--- config.mk ---
export PLATFORM = sky130hd
export DESIGN_NAME = tx_descriptor_ring_manager
export DESIGN_NICKNAME = d
export VERILOG_FILES = /design/src/trm_pkg.sv /design/src/trm_front.sv /design/src/trm_fifo.sv /design/src/trm_back.sv /design/src/tx_descriptor_ring_manager.sv
export SDC_FILE = /design/constraint.sdc
export NUM_CORES = 1
export LEC_CHECK = 0
export BUFFER_PORTS_ARGS = -buffer_cell sky130_fd_sc_hd__buf_2
export CAP_MARGIN = 20
export CORE_MARGIN = 2
export CORE_UTILIZATION = 50
export CTS_BUF_LIST = sky130_fd_sc_hd__clkbuf_16
export DETAILED_ROUTE_END_ITERATION = 16
export GPL_TIMING_DRIVEN = 0
export PLACE_DENSITY = 0.67
export SKIP_CTS_REPAIR_TIMING = 1
export SLEW_MARGIN = 15
export SYNTH_ARGS = -nofsm -noshare
export SYNTH_HDL_FRONTEND = slang
export SYNTH_SLANG_ARGS = --single-unit
--- constraint.sdc ---
create_clock -name clk -period 23.4 [get_ports clk]
set_clock_uncertainty 0.1 [all_clocks]
set_input_delay 0 -clock clk [delete_from_list [all_inputs] [get_ports clk]]
set_output_delay 0 -clock clk [all_outputs]
set_load 0.01 [all_outputs]
--- src/trm_pkg.sv ---
// shared types and constants for the transmit descriptor ring manager
package trm_pkg;

  localparam int MAX_SLOTS_DEF = 64;
  localparam int Q_DEPTH = 2;
  localparam int Q_AW = $clog2(Q_DEPTH);

  localparam logic [6:0]  RING_SLOTS_RST = 7'd64;
  localparam logic [7:0]  KICK_THRESH_RST = 8'd4;
  localparam logic [15:0] MIN_FRAME = 16'd60;
  localparam logic [15:0] MAX_FRAME = 16'd1518;
  localparam int          FREE_MAX = 63;

  typedef enum logic [1:0] {
    CMD_SUBMIT  = 2'd0,
    CMD_DONE    = 2'd1,
    CMD_RECLAIM = 2'd2,
    CMD_DRAIN   = 2'd3
  } cmd_t;

  typedef enum logic [1:0] {
    ST_OK       = 2'd0,
    ST_BAD_ARGS = 2'd1,
    ST_BAD_LEN  = 2'd2,
    ST_FULL     = 2'd3
  } status_t;

  typedef enum logic [0:0] {
    CFG_RING_SLOTS  = 1'b0,
    CFG_KICK_THRESH = 1'b1
  } cfg_idx_t;

  typedef enum logic {
    BK_IDLE = 1'b0,
    BK_WALK = 1'b1
  } back_state_t;

  typedef struct packed {
    cmd_t        cmd;
    logic [31:0] buffer_addr;
    logic [15:0] frame_len;
    logic [11:0] vlan_id;
    logic [15:0] port_list;
    logic [15:0] tx_flags;
    logic [5:0]  done_slot;
  } req_t;

  typedef struct packed {
    status_t     status;
    logic [5:0]  slot;
    logic [31:0] desc_addr;
    logic [10:0] desc_len;
    logic [11:0] desc_vlan;
    logic [5:0]  desc_ports;
    logic [15:0] desc_flags;
    logic        ring_idle;
    logic        kick;
    logic [5:0]  free_slots;
    logic [5:0]  reclaimed_pkts;
    logic [16:0] reclaimed_bytes;
  } res_t;

  // classified word passed from front to back
  typedef struct packed {
    cmd_t        cmd;
    status_t     status;
    logic [31:0] addr;
    logic [10:0] raw_len;
    logic [10:0] pad_len;
    logic [11:0] vlan;
    logic [5:0]  ports;
    logic [15:0] flags;
    logic [5:0]  done_slot;
    logic        done_ok;
  } ent_t;

endpackage

--- src/trm_front.sv ---
// front end: accepts commands and checks submit arguments
module trm_front import trm_pkg::*; #(
  parameter int MAX_SLOTS = MAX_SLOTS_DEF
) (
  input  logic start,
  input  req_t req,
  input  logic full,
  output logic busy,
  output logic push,
  output ent_t ent
);

  logic [15:0] plen;

  assign busy = full;
  assign push = start && !full;
  assign plen = (req.frame_len < MIN_FRAME) ? MIN_FRAME : req.frame_len;

  always_comb begin
    ent.cmd       = req.cmd;
    ent.addr      = req.buffer_addr;
    ent.raw_len   = req.frame_len[10:0];
    ent.pad_len   = plen[10:0];
    ent.vlan      = req.vlan_id;
    ent.ports     = req.port_list[5:0];
    ent.flags     = req.tx_flags;
    ent.done_slot = req.done_slot;
    ent.done_ok   = (32'(req.done_slot) < 32'(MAX_SLOTS));
    if (req.buffer_addr == 32'd0 || req.frame_len == 16'd0) begin
      ent.status = ST_BAD_ARGS;
    end else if (plen > MAX_FRAME) begin
      ent.status = ST_BAD_LEN;
    end else begin
      ent.status = ST_OK;
    end
  end

endmodule

--- src/trm_fifo.sv ---
// short queue of classified words between front and back
module trm_fifo import trm_pkg::*; (
  input  logic clk,
  input  logic rst,
  input  logic push,
  input  ent_t wr_ent,
  input  logic pop,
  output ent_t rd_ent,
  output logic empty,
  output logic full
);

  ent_t                ents [Q_DEPTH];
  logic [Q_AW-1:0]     wr_ptr;
  logic [Q_AW-1:0]     rd_ptr;
  logic [Q_AW:0]       count;

  assign empty  = (count == '0);
  assign full   = (count == (Q_AW+1)'(Q_DEPTH));
  assign rd_ent = ents[rd_ptr];

  always_ff @(posedge clk) begin
    if (rst) begin
      wr_ptr <= '0;
      rd_ptr <= '0;
      count  <= '0;
    end else begin
      if (push) begin
        wr_ptr <= (32'(wr_ptr) == Q_DEPTH - 1) ? '0 : wr_ptr + 1'b1;
      end
      if (pop) begin
        rd_ptr <= (32'(rd_ptr) == Q_DEPTH - 1) ? '0 : rd_ptr + 1'b1;
      end
      if (push && !pop) begin
        count <= count + 1'b1;
      end else if (pop && !push) begin
        count <= count - 1'b1;
      end
    end
  end

  always_ff @(posedge clk) begin
    if (push) begin
      ents[wr_ptr] <= wr_ent;
    end
  end

endmodule

--- src/trm_back.sv ---
// back end: ring state, descriptor issue, kick coalescing and reclaim walk
module trm_back import trm_pkg::*; #(
  parameter int MAX_SLOTS = MAX_SLOTS_DEF
) (
  input  logic       clk,
  input  logic       rst,
  input  logic [6:0] ring_slots,
  input  logic [7:0] kick_threshold,
  input  ent_t       hd,
  input  logic       q_empty,
  output logic       pop,
  output logic       done,
  output res_t       result
);

  localparam int IW = (MAX_SLOTS > 1) ? $clog2(MAX_SLOTS) : 1;
  localparam int NW = $clog2(MAX_SLOTS + 1);
  localparam int SW = (NW + 2 > 8) ? NW + 2 : 8;

  back_state_t state, state_next;

  logic [IW-1:0]        prod, prod_next;
  logic [IW-1:0]        cons, cons_next;
  logic [7:0]           pend, pend_next;
  logic [MAX_SLOTS-1:0] owned;
  logic [NW-1:0]        steps, steps_next;
  logic [5:0]           pkts, pkts_next;
  logic [16:0]          bytes, bytes_next;
  logic [10:0]          lens [MAX_SLOTS];
  logic [10:0]          rd_len;

  logic [NW-1:0] n;
  logic [NW-1:0] prod_inc, cons_inc;
  logic [IW-1:0] prod_adv, cons_adv;
  logic [7:0]    pend_inc;
  logic          walk_go;
  logic          set_own, clr_own, wr_len;
  logic          res_set;
  res_t          res_next;
  res_t          hold;
  res_t          res_out;
  logic          hold_valid;

  logic signed [SW-1:0] sn, sp, sc, used, fr;
  logic [5:0]           free_cnt;

  // effective ring size
  always_comb begin
    if (ring_slots < 7'd2) begin
      n = NW'(2);
    end else if (32'(ring_slots) > 32'(MAX_SLOTS)) begin
      n = NW'(MAX_SLOTS);
    end else begin
      n = NW'(ring_slots);
    end
  end

  assign prod_inc = NW'(prod) + 1'b1;
  assign cons_inc = NW'(cons) + 1'b1;
  assign prod_adv = (prod_inc >= n) ? '0 : IW'(prod_inc);
  assign cons_adv = (cons_inc >= n) ? '0 : IW'(cons_inc);
  assign pend_inc = pend + 8'd1;
  assign walk_go  = (steps < n) && (cons != prod) && !owned[cons];

  // next state
  always_comb begin
    state_next = state;
    case (state)
      BK_IDLE: begin
        if (!q_empty && hd.cmd == CMD_RECLAIM) begin
          state_next = BK_WALK;
        end
      end
      BK_WALK: begin
        if (!walk_go) begin
          state_next = BK_IDLE;
        end
      end
      default: state_next = BK_IDLE;
    endcase
  end

  // outputs and datapath
  always_comb begin
    pop        = (state == BK_IDLE) && !q_empty;
    prod_next  = prod;
    cons_next  = cons;
    pend_next  = pend;
    steps_next = steps;
    pkts_next  = pkts;
    bytes_next = bytes;
    set_own    = 1'b0;
    clr_own    = 1'b0;
    wr_len     = 1'b0;
    res_set    = 1'b0;
    res_next   = '0;
    case (state)
      BK_IDLE: begin
        if (pop) begin
          res_set = (hd.cmd != CMD_RECLAIM);
          case (hd.cmd)
            CMD_SUBMIT: begin
              res_next.status = hd.status;
              if (hd.status == ST_OK) begin
                if (prod_adv == cons) begin
                  res_next.status = ST_FULL;
                end else begin
                  set_own             = 1'b1;
                  wr_len              = 1'b1;
                  prod_next           = prod_adv;
                  res_next.slot       = 6'(prod);
                  res_next.desc_addr  = hd.addr;
                  res_next.desc_len   = hd.pad_len;
                  res_next.desc_vlan  = hd.vlan;
                  res_next.desc_ports = hd.ports;
                  res_next.desc_flags = hd.flags;
                  res_next.ring_idle  = (prod == cons);
                  if (prod == cons) begin
                    pend_next     = 8'd0;
                    res_next.kick = 1'b1;
                  end else if (pend_inc >= kick_threshold) begin
                    pend_next     = 8'd0;
                    res_next.kick = 1'b1;
                  end else begin
                    pend_next = pend_inc;
                  end
                end
              end
            end
            CMD_DONE: begin
              clr_own = hd.done_ok;
            end
            CMD_RECLAIM: begin
              steps_next = '0;
              pkts_next  = '0;
              bytes_next = '0;
            end
            default: begin
              if (pend != 8'd0) begin
                pend_next     = 8'd0;
                res_next.kick = 1'b1;
              end
            end
          endcase
        end
      end
      BK_WALK: begin
        if (walk_go) begin
          pkts_next  = pkts + 6'd1;
          bytes_next = bytes + 17'(rd_len);
          cons_next  = cons_adv;
          steps_next = steps + 1'b1;
        end else begin
          res_set                  = 1'b1;
          res_next.reclaimed_pkts  = pkts;
          res_next.reclaimed_bytes = bytes;
        end
      end
      default: begin
        res_set = 1'b0;
      end
    endcase
  end

  // free slots from the settled ring state
  always_comb begin
    sn   = signed'(SW'(n));
    sp   = signed'(SW'(prod));
    sc   = signed'(SW'(cons));
    used = (sp >= sc) ? (sp - sc) : (sn - sc + sp);
    fr   = sn - signed'(SW'(1)) - used;
    if (fr < signed'(SW'(0))) begin
      free_cnt = 6'd0;
    end else if (fr > signed'(SW'(FREE_MAX))) begin
      free_cnt = 6'(FREE_MAX);
    end else begin
      free_cnt = 6'(fr);
    end
  end

  always_comb begin
    res_out            = hold;
    res_out.free_slots = free_cnt;
  end

  always_ff @(posedge clk) begin
    if (rst) begin
      state      <= BK_IDLE;
      prod       <= '0;
      cons       <= '0;
      pend       <= '0;
      owned      <= '0;
      hold_valid <= 1'b0;
      done       <= 1'b0;
    end else begin
      state      <= state_next;
      prod       <= prod_next;
      cons       <= cons_next;
      pend       <= pend_next;
      hold_valid <= res_set;
      done       <= hold_valid;
      if (set_own) begin
        owned[prod] <= 1'b1;
      end
      if (clr_own) begin
        owned[IW'(hd.done_slot)] <= 1'b0;
      end
    end
  end

  always_ff @(posedge clk) begin
    steps <= steps_next;
    pkts  <= pkts_next;
    bytes <= bytes_next;
    if (res_set) begin
      hold <= res_next;
    end
    result <= res_out;
  end

  // unpadded length store
  always_ff @(posedge clk) begin
    if (wr_len) begin
      lens[prod] <= hd.raw_len;
    end
    rd_len <= lens[cons_next];
  end

endmodule

--- src/tx_descriptor_ring_manager.sv ---
// transmit descriptor ring manager top level
//
//  channel   signals                          direction  accepted when
//  command   start, busy, req                 in         start && !busy
//  result    done, result                     out        every cycle done is high
//  config    cfg_valid, cfg_ready,            in         cfg_valid && cfg_ready
//            cfg_index, cfg_data
//
//  submit, hw_done, drain: queue, hold reg, result reg; one per cycle unless walking
//  reclaim: walks from the consumer index until an owned slot or the producer; the walk
//    checks one owned bit and reads one length word per cycle
//  busy is high while the two-word command queue is full
//  synchronous reset; no clearing pass, the block takes commands right after reset
//  the receiver cannot stall: each result is valid for exactly one cycle
module tx_descriptor_ring_manager import trm_pkg::*; #(
  parameter int MAX_SLOTS = MAX_SLOTS_DEF
) (
  input  logic       clk,
  input  logic       rst,
  input  logic       start,
  output logic       busy,
  input  req_t       req,
  output logic       done,
  output res_t       result,
  input  logic       cfg_valid,
  output logic       cfg_ready,
  input  cfg_idx_t   cfg_index,
  input  logic [7:0] cfg_data
);

  logic [6:0] ring_slots;
  logic [7:0] kick_threshold;

  logic push, pop, q_empty, q_full;
  ent_t wr_ent, hd;

  assign cfg_ready = 1'b1;

  always_ff @(posedge clk) begin
    if (rst) begin
      ring_slots     <= RING_SLOTS_RST;
      kick_threshold <= KICK_THRESH_RST;
    end else if (cfg_valid && cfg_ready) begin
      case (cfg_index)
        CFG_RING_SLOTS:  ring_slots     <= cfg_data[6:0];
        CFG_KICK_THRESH: kick_threshold <= cfg_data;
        default:         ring_slots     <= ring_slots;
      endcase
    end
  end

  trm_front #(
    .MAX_SLOTS(MAX_SLOTS)
  ) u_front (
    .start(start),
    .req  (req),
    .full (q_full),
    .busy (busy),
    .push (push),
    .ent  (wr_ent)
  );

  trm_fifo u_fifo (
    .clk   (clk),
    .rst   (rst),
    .push  (push),
    .wr_ent(wr_ent),
    .pop   (pop),
    .rd_ent(hd),
    .empty (q_empty),
    .full  (q_full)
  );

  trm_back #(
    .MAX_SLOTS(MAX_SLOTS)
  ) u_back (
    .clk           (clk),
    .rst           (rst),
    .ring_slots    (ring_slots),
    .kick_threshold(kick_threshold),
    .hd            (hd),
    .q_empty       (q_empty),
    .pop           (pop),
    .done          (done),
    .result        (result)
  );

`ifndef ASSERT_OFF
  a_reject_quiet: assert property (@(posedge clk) disable iff (rst)
    (done && result.status != ST_OK) |-> (!result.kick && result.desc_len == 11'd0))
    else $error("rejected submit carries a descriptor or kick");

  a_len_range: assert property (@(posedge clk) disable iff (rst)
    (done && result.desc_len != 11'd0) |->
      (result.desc_len >= 11'd60 && result.desc_len <= 11'd1518))
    else $error("descriptor length out of range");

  a_empty_kicks: assert property (@(posedge clk) disable iff (rst)
    (done && result.ring_idle) |-> result.kick)
    else $error("submit into empty ring did not kick");

  a_no_pop_empty: assert property (@(posedge clk) disable iff (rst)
    pop |-> !q_empty)
    else $error("back end popped an empty queue");
`endif

endmodule
==> results.txt, run 1 <==
----------------------------------------------------
[Setup path]
  CP Class ... register to register
  Startpoint class of the critical path ... register
  Critical path capture point type ... register
  Critical path fanouts, max ... 10
  Endpoint arrival time on the critical path ... between 7 and 8 ns
  Data required time at the worst endpoint ... 23.77 ns

[GRT]
  Overall overflow remaining after global route ... 0
  Via count of the first global-routing pass ... 31.6k
  Global-route wire length before repair ... about 200,000 um
  Overall fraction of global-route tracks in use ... 26.2%
  Maximum number of pins on one net before global-route repair ... 65
  Antenna violations before repair ... 9

[Power]
  IR drop worst, VDD ... 0.0889 mV
  Leakage power ... 0.0214 uW
  Power Dens Cells ... 91.9 nW/um^2

[Drt]
  Pre-antenna DRT Iters ... 6
  Final WL ... 141,000 um
  Detail-routed via count per cell ... 5.88
  Routed wire per std cell ... between 20 and 25 um
  DRC errors left ... 0
  Total vias in the final route ... 34.1k
  Final antenna-violating net count ... 0
  Drt first-iter violations ... 3,988

[Hold path]
  Hold/Removal Path Class ... input pin to register

[Final layout]
  Layout Utilization ... 60.4%
  Fraction of layout cells with a size suffix above 1 ... 14.7%
  Final cell count without fillers ... 5,798
  Cell area after layout ... 60,500 um^2
  Total number of nets in the final design ... 4,586
  Area grow syn2layout ... 19.7%

[Outcome]
  Result of the run ... finished, final reports clean

[STA]
  Relative slew margins ... 28.5%
  Maximum operating frequency ... about 140 MHz
  Number of pins with negative max-slew slack in the final report ... 0
  Final Critical Period ... between 7 and 8 ns
  Tightest Pin Transition ... 1.07 ns
  Final Hold Fails ... 0
  Final worst path period share ... 31.1%
  Fin worst setup slack ... 16.12 ns
  Final sum of negative setup slack ... 0 ns
  Setup repair after global routing missed its margin ... false
  Setup-violating endpoint count in the final report ... 0

[Clock tree]
  Cell at the root of the clock tree ... sky130_fd_sc_hd__clkbuf_16
  Number of buffers created by CTS ... 132
  CTS Buffer Depth ... 3
  Clock transition at the register clock pins on the worst setup and hold paths after CTS ... around 0.060 ns
  Clock tree from TritonCTS ... yes
  H-tree level count ... 4
  Worst skew pair latency ... 0.76 ns
  CTS sink cnt ... approximately 1.3k

[Job]
  Number of maximum-capacitance constraint violations ... 0

[Synthesis]
  Nets in the synthesized netlist ... 3,954
  Top post-synthesis cells by count ... sky130_fd_sc_hd__edfxtp_1, sky130_fd_sc_hd__nand2_1, sky130_fd_sc_hd__nor2_1, sky130_fd_sc_hd__dfxtp_1, sky130_fd_sc_hd__mux2i_1
  Area of the mapped netlist ... 50,500 um^2
  Post-synthesis average cell area ... 13.4 um^2
  Largest cells by area after synthesis ... sky130_fd_sc_hd__edfxtp_1, sky130_fd_sc_hd__dfxtp_1, sky130_fd_sc_hd__nand2_1, sky130_fd_sc_hd__mux2i_1, sky130_fd_sc_hd__nor2_1
  Area fraction of the dominant cell type after synthesis ... 61.8%
  Number of enable-type register cells in the synthesized netlist ... approximately 1.0k
  Number of register bits inferred by synthesis ... 1,274
  Gate Count Post-Synth ... 3,757
  Number of warning messages in the yosys log ... 0
  Cell taking the most area after synthesis ... sky130_fd_sc_hd__edfxtp_1
  Async S/R FF share, synth ... 0%
  Proportion of synthesized chip area in sequential cells ... 71.1%
  Most frequent cell after synthesis ... sky130_fd_sc_hd__edfxtp_1
  Number of library cell types mapped by synthesis ... 80
  Main flop type after synthesis ... sky130_fd_sc_hd__edfxtp_1

[Floorplanning]
  Starting density of the core ... 50.4%
  I/O pin total ... 232
  Die Span X ... approximately 320 um
  Placement row count ... 116
  Die footprint ... slightly above 100,000 um^2
  Core area ... 100,000 um^2
  Y dimension of the die ... 322 um

[Place]
  HPWL after detailed placement ... 94,000 um
  PortBufs ... about 220
  Setup Slack @ Placement ... 16.36 ns
  Final GP Congestion ... about 0.95
  Placed cell count ... 5,349
  Cell area after placement ... 54,400 um^2

----------------------------------------------------
[metrics by stage]
step,hold WS [ns],power [uW]
floorplan,-0.00113,3290
global placement,0.0896,3600
detailed placement,0.0915,3620
CTS,-0.719,5550
global route,0.00641,5740
finish,0.00156,5560
[flip-flops by register name, indices dropped and copies added, names as in the netlist, named ones only]
signal and count:
u_fifo.ents 196, kick_threshold 8, u_back.result 116, u_fifo.wr_ptr 1, u_back.state 1, u_back.prod 6, u_back.lens 704, u_fifo.count 2
u_back.cons 6, u_back.pend 8, u_back.hold_valid 1, ring_slots 7, u_back.done 1, u_back.pkts 6, u_fifo.rd_ptr 1, u_back.owned 64
u_back.hold 110, u_back.steps 7, u_back.rd_len 11, u_back.bytes 17
[power breakdown]
part | total (uW) | leakage [uW] | internal (uW) | switching, uW
clock network | 1950 | 0.00213 | 1070 | 883
logic | 700 | 0.00779 | 221 | 479
registers | 2910 | 0.0114 | 2840 | 70.6
[cells by family (layout without fill, tap and decap cells)]
family	after synthesis	in the layout	share of synthesized area, %
AND/OR/NAND/NOR	1400	1400	12.6
flip-flops	1274	1274	71.1
AO/OA/AOI/OAI	466	466	6.34
buffers and inverters	265	999	2.30
multiplexers	209	209	4.46
adder cells (fa/ha/maj)	84	84	2.16
XOR/XNOR	57	57	0.988
other	2	11	0.0149
[metal layers]
layer	part of all wire [%]	vias up	track usage, %
met3	9.1	326	5.67
met2	47	1714	41.5
li1	-	15200	-
met4	4.3	4	10.7
met1	40	16800	35.3
met5	0.018	-	0
[area by class of cell]
cell class	instances	area [um^2]
Multi-Input combinational cell	2218	13800
Fill cell	7592	39700
Timing Repair Buffer	498	3960
Inverter	65	244
Clock inverter	104	698
Tap cell	1298	1620
Sequential cell	1274	35900
Antenna cell	9	22.5
Buffer	200	920
Clock buffer	132	3300
[cell usage in the layout, fill, tap and decap left out, types with 32 or more instances in the layout]
cell type and instances:
sky130_fd_sc_hd__edfxtp_1 1040, sky130_fd_sc_hd__nand2_1 572, sky130_fd_sc_hd__nor2_1 282, sky130_fd_sc_hd__buf_2 269, sky130_fd_sc_hd__dfxtp_1 234, sky130_fd_sc_hd__dlygate4sd3_1 198, sky130_fd_sc_hd__mux2i_1 177, sky130_fd_sc_hd__nand3_1 162
sky130_fd_sc_hd__clkbuf_16 132, sky130_fd_sc_hd__inv_1 116, sky130_fd_sc_hd__clkbuf_1 113, sky130_fd_sc_hd__a21oi_1 92, sky130_fd_sc_hd__ha_1 79, sky130_fd_sc_hd__o21ai_0 73, sky130_fd_sc_hd__buf_4 70, sky130_fd_sc_hd__a31oi_1 69
sky130_fd_sc_hd__nand4_1 68, sky130_fd_sc_hd__and3_1 52, sky130_fd_sc_hd__nor3_2 52, sky130_fd_sc_hd__nor3_1 51, sky130_fd_sc_hd__and2_1 50, sky130_fd_sc_hd__a311oi_1 42, sky130_fd_sc_hd__xnor2_1 38, sky130_fd_sc_hd__a32oi_1 32
[critical path, cell delays in order (launching register included)]
cell	delay [ns]
sky130_fd_sc_hd__dfxtp_1	0.35
sky130_fd_sc_hd__or4_1	0.53
sky130_fd_sc_hd__o211ai_1	0.50
sky130_fd_sc_hd__inv_1	0.21
sky130_fd_sc_hd__ha_1	0.31
sky130_fd_sc_hd__nand2b_1	0.14
sky130_fd_sc_hd__a21o_1	0.17
sky130_fd_sc_hd__a21o_1	0.16
sky130_fd_sc_hd__a21o_1	0.17
sky130_fd_sc_hd__a211o_1	0.35
sky130_fd_sc_hd__a21oi_1	0.44
sky130_fd_sc_hd__nand4_1	0.19
sky130_fd_sc_hd__a311oi_1	0.77
sky130_fd_sc_hd__buf_2	0.29
sky130_fd_sc_hd__nor3_1	0.10
sky130_fd_sc_hd__nand2b_1	0.17
sky130_fd_sc_hd__clkbuf_1	0.64
sky130_fd_sc_hd__clkbuf_1	0.80
sky130_fd_sc_hd__nor3_2	0.30
sky130_fd_sc_hd__buf_4	0.29
[worst paths after layout]
kind | start | end | slack (ns) | cells after the start
max | ring_slots[2] | u_back.lens[40][1] | 16.12 | 19
min | cfg_data[6] | ring_slots[6] | 0.002 | 4
max reg2reg | ring_slots[2] | u_back.lens[40][1] | 16.12 | 19
min reg2reg | u_back.hold[3] | u_back.result[3] | 0.23 | 0
Power figures use the tool's default switching activity.
==> run 2, diff against run 1 <==
==> constraint.sdc (replaced) <==
create_clock -name clk -period 7.4 [get_ports clk]
set_clock_uncertainty 0.1 [all_clocks]
set_input_delay 0 -clock clk [delete_from_list [all_inputs] [get_ports clk]]
set_output_delay 0 -clock clk [all_outputs]
set_load 0.01 [all_outputs]
==> run 2 against run 1 <==
Net effect:
- power grew to 3.3 times the previous value
- non-clock buffer count rose by 1
- cell count about the same
- clock power rose to 3.4 times the previous value
- maximum frequency grew 1.7%
- sequential share of layout area decreased by 0.44 points
- worst hold slack worse by 0.040 ns
- sequential power rose to 3.2 times the previous value
- largest cell class unchanged
- critical path depth is 1 lower
- setup slack worse by 16 ns
- final area grew 0.74%
- first-iteration DRC count rose by 5.5%
- the run now ends with hold timing left
==> results.txt, run 2 (synthesis results as in run 1) <==
----------------------------------------------------
[Final layout]
  Commonest cells after routing, fill and taps aside ... sky130_fd_sc_hd__edfxtp_1, sky130_fd_sc_hd__nand2_1, sky130_fd_sc_hd__nor2_1
  Register name with the most flops ... u_back.lens
  Multi-input logic area ... 13,800 um^2
  Layout Utilization ... 60.8%
  Max reg flops ... 704
  Area grow syn2layout ... 20.6%
  Most common library cell in the layout ignoring fill and taps ... sky130_fd_sc_hd__edfxtp_1
  Fill cell total of the finished layout ... 7,478
  Total number of nets in the final design ... between 4k and 5k
  Register area ... 35,900 um^2
  Regs by FF count ... u_back.lens x704, u_fifo.ents x196, u_back.result x116
  Fraction of layout cells with a size suffix above 1 ... between 15 and 20%

[Power]
  Relative contribution of sequential cells to total power ... approximately 51%
  Internal power ... 13,600 uW
  Switching portion of total power ... around a quarter
  Net Sw Power ... 4520 uW
  Power Dens Cells ... 298 nW/um^2
  Clock network fraction of total power ... 36.9%
  Relative contribution of combinational cells to total power ... approximately 12%
  IR drop worst, VDD ... 0.252 mV
  Leakage power ... roughly 0.021 uW

[Drt]
  Detail-routed via count per cell ... 5.83
  Total vias in the final route ... approximately 34k
  Drt first-iter violations ... around 4.2k
  Routed wire per std cell ... 24.2 um
  Pre-antenna DRT Iters ... 7
  Final WL ... 140,000 um
  Final antenna-violating net count ... 0
  DRC errors left ... 0

[Floorplanning]
  Y dimension of the die ... around 320 um
  I/O pin total ... 232
  Starting density of the core ... roughly 50%
  Placement row count ... roughly 120
  Die Span X ... 322 um
  Die footprint ... 104,000 um^2
  Core area ... 100,000 um^2

[Place]
  Setup Slack @ Placement ... 0.0918 ns
  Final GP Congestion ... 0.951
  HPWL after detailed placement ... approximately 94,000 um
  PortBufs ... 218

[STA]
  Worst hold slack across all endpoints ... -0.0385 ns
  Setup repair after global routing missed its margin ... false
  Maximum operating frequency ... 140 MHz
  Final Critical Period ... 7.15 ns
  Number of pins with negative max-slew slack in the final report ... 0
  Setup-violating endpoint count in the final report ... 0
  Final Hold Fails ... 3
  Relative slew margins ... 21.5%
  Final worst path period share ... 96.7%
  Tightest Pin Transition ... about 1.2 ns
  Fin worst setup slack ... ~0.25 ns

[GRT]
  Antenna violations before repair ... 8
  Via count of the first global-routing pass ... 31.4k
  Overall fraction of global-route tracks in use ... 26.0%
  Global-route wire length before repair ... between 150,000 and 200,000 um
  Met2 GRT Util ... 40.9%
  Layer with the highest usage after global routing ... met2
  Maximum number of pins on one net before global-route repair ... 65
  Overall overflow remaining after global route ... 0
  Global Route met3 Usage ... 5.04%
  Met1 Use GR ... 35.4%

[Clock tree]
  Clock transition at the register clock pins on the worst setup and hold paths after CTS ... 0.06 ns
  H-tree level count ... 4
  CTS sink cnt ... 1,274
  Worst skew pair latency ... 0.75 ns
  Number of buffers created by CTS ... around 130
  Cell at the root of the clock tree ... sky130_fd_sc_hd__clkbuf_16
  Clock tree from TritonCTS ... yes
  CTS Buffer Depth ... 3

[Setup path]
  Endpoint arrival time on the critical path ... 7.57 ns
  Data required time at the worst endpoint ... between 7 and 8 ns
  Startpoint class of the critical path ... register
  Kind of cell with the highest combined delay on the critical path ... buffers and inverters
  Critical path capture point type ... register
  Cell with the biggest individual delay on the critical path ... sky130_fd_sc_hd__buf_1
  Crit path largest cell delay ... 0.61 ns
  Cell count of the worst reg-to-reg path ... 18
  CP Class ... register to register
  Buf+Inv Stages, Crit Path ... 8
  Worst path most repeated cell ... sky130_fd_sc_hd__buf_2
  Ordered cell list for the critical path ... buf_2 -> buf_2 -> buf_2 -> clkbuf_1 -> inv_1 -> ha_1 -> nand4_1 -> nor2_1 -> a2111oi_1 -> nand3_2 -> nor4_4 -> a22o_1 -> buf_2 -> buf_1 -> buf_2 -> a311oi_1 -> a211oi_1 -> nand4_1
  RR Startpoint ... u_back.cons[2]
  Reg2Reg Capture Point ... u_back.rd_len[7]
  Flop-to-flop setup slack ... roughly 0.25 ns
  Critical path fanouts, max ... 10

[Hold path]
  Worst hold endpoint ... ring_slots[0]
  Hold path startpoint ... cfg_data[0]
  Worst hold path cell count ... 4
  Hold/Removal Path Class ... input pin to register

[Outcome]
  Result of the run ... finished, violations left
  Violations in the final reports ... hold timing

[Job]
  Number of maximum-capacitance constraint violations ... 0

----------------------------------------------------
run 2: cell types whose count changed in the layout (fill, tap and decap cells not counted), sizes merged:
cell         before  now
clkbuf          249  255
clkinv           35   46
bufinv            3   15
diode             9    4
dlygate4sd3     198  199
clkinvlp          6    5
inv             125  102
run 2: power by group through the flow:
stage          registers, uW  logic, uW  clock network (uW)
2_1_floorplan           9460        912                   0
6_report                9200       2240                6680
5_1_grt                 9260       2400                7030
3_3_place_gp            9430       1890                   0
4_1_cts                 9190       2160                6720
3_5_place_dp            9320       2150                   0
run 2: layer usage:
metal	part of all wire, %	routed length, um
met2	47	66000
met3	9.3	13100
met5	0.0078	11
met4	4.2	5920
met1	39	55400
run 2: stage by stage:
| stage | power [uW] | setup TNS [ns] | area [um^2] | hold WS [ns] | cells |
|---|---|---|---|---|---|
| after CTS | 18100 | 0 | 58800 | -0.697 | 5591 |
| after detailed placement | 11500 | 0 | 54500 | 0.0923 | 5350 |
| after global placement | 11300 | -165.21 | 53200 | 0.0894 | 5273 |
| final | 18100 | 0 | 60900 | -0.0385 | 5799 |
| after global routing | 18700 | 0 | 60900 | 0.00265 | 5799 |
| after floorplan | 10400 | 0 | 50500 | -0.00113 | 3757 |
run 2: worst max path at each step:
stage	start	end	slack, ns	cells after the start
5_1_grt	u_back.cons[2]	u_back.rd_len[7]	0.03	18
3_5_place_dp	ring_slots[2]	u_back.lens[41][7]	0.09	18
2_1_floorplan	register	u_back.hold[0]	1.79	8
3_3_place_gp	register	u_back.hold[68]	-0.83	8
4_1_cts	ring_slots[6]	u_back.lens[41][4]	0.01	17
6_report	u_back.cons[2]	u_back.rd_len[7]	0.25	18
run 2: tightest hold or removal path, stage by stage:
cell,delay (ns)
sky130_fd_sc_hd__dlygate4sd3_1,0.52
sky130_fd_sc_hd__buf_2,0.12
sky130_fd_sc_hd__mux2i_1,0.06
sky130_fd_sc_hd__nor2_1,0.07
run 2: cell type report:
cell class | count | area share (%)
Antenna cell | 4 | 0.0164
Clock inverter | 103 | 1.51
Tap cell | 1298 | 2.67
Multi-Input combinational cell | 2218 | 22.7
Inverter | 65 | 0.401
Buffer | 200 | 1.51
Clock buffer | 138 | 5.67
Timing Repair Buffer | 499 | 6.59
Sequential cell | 1274 | 59.0
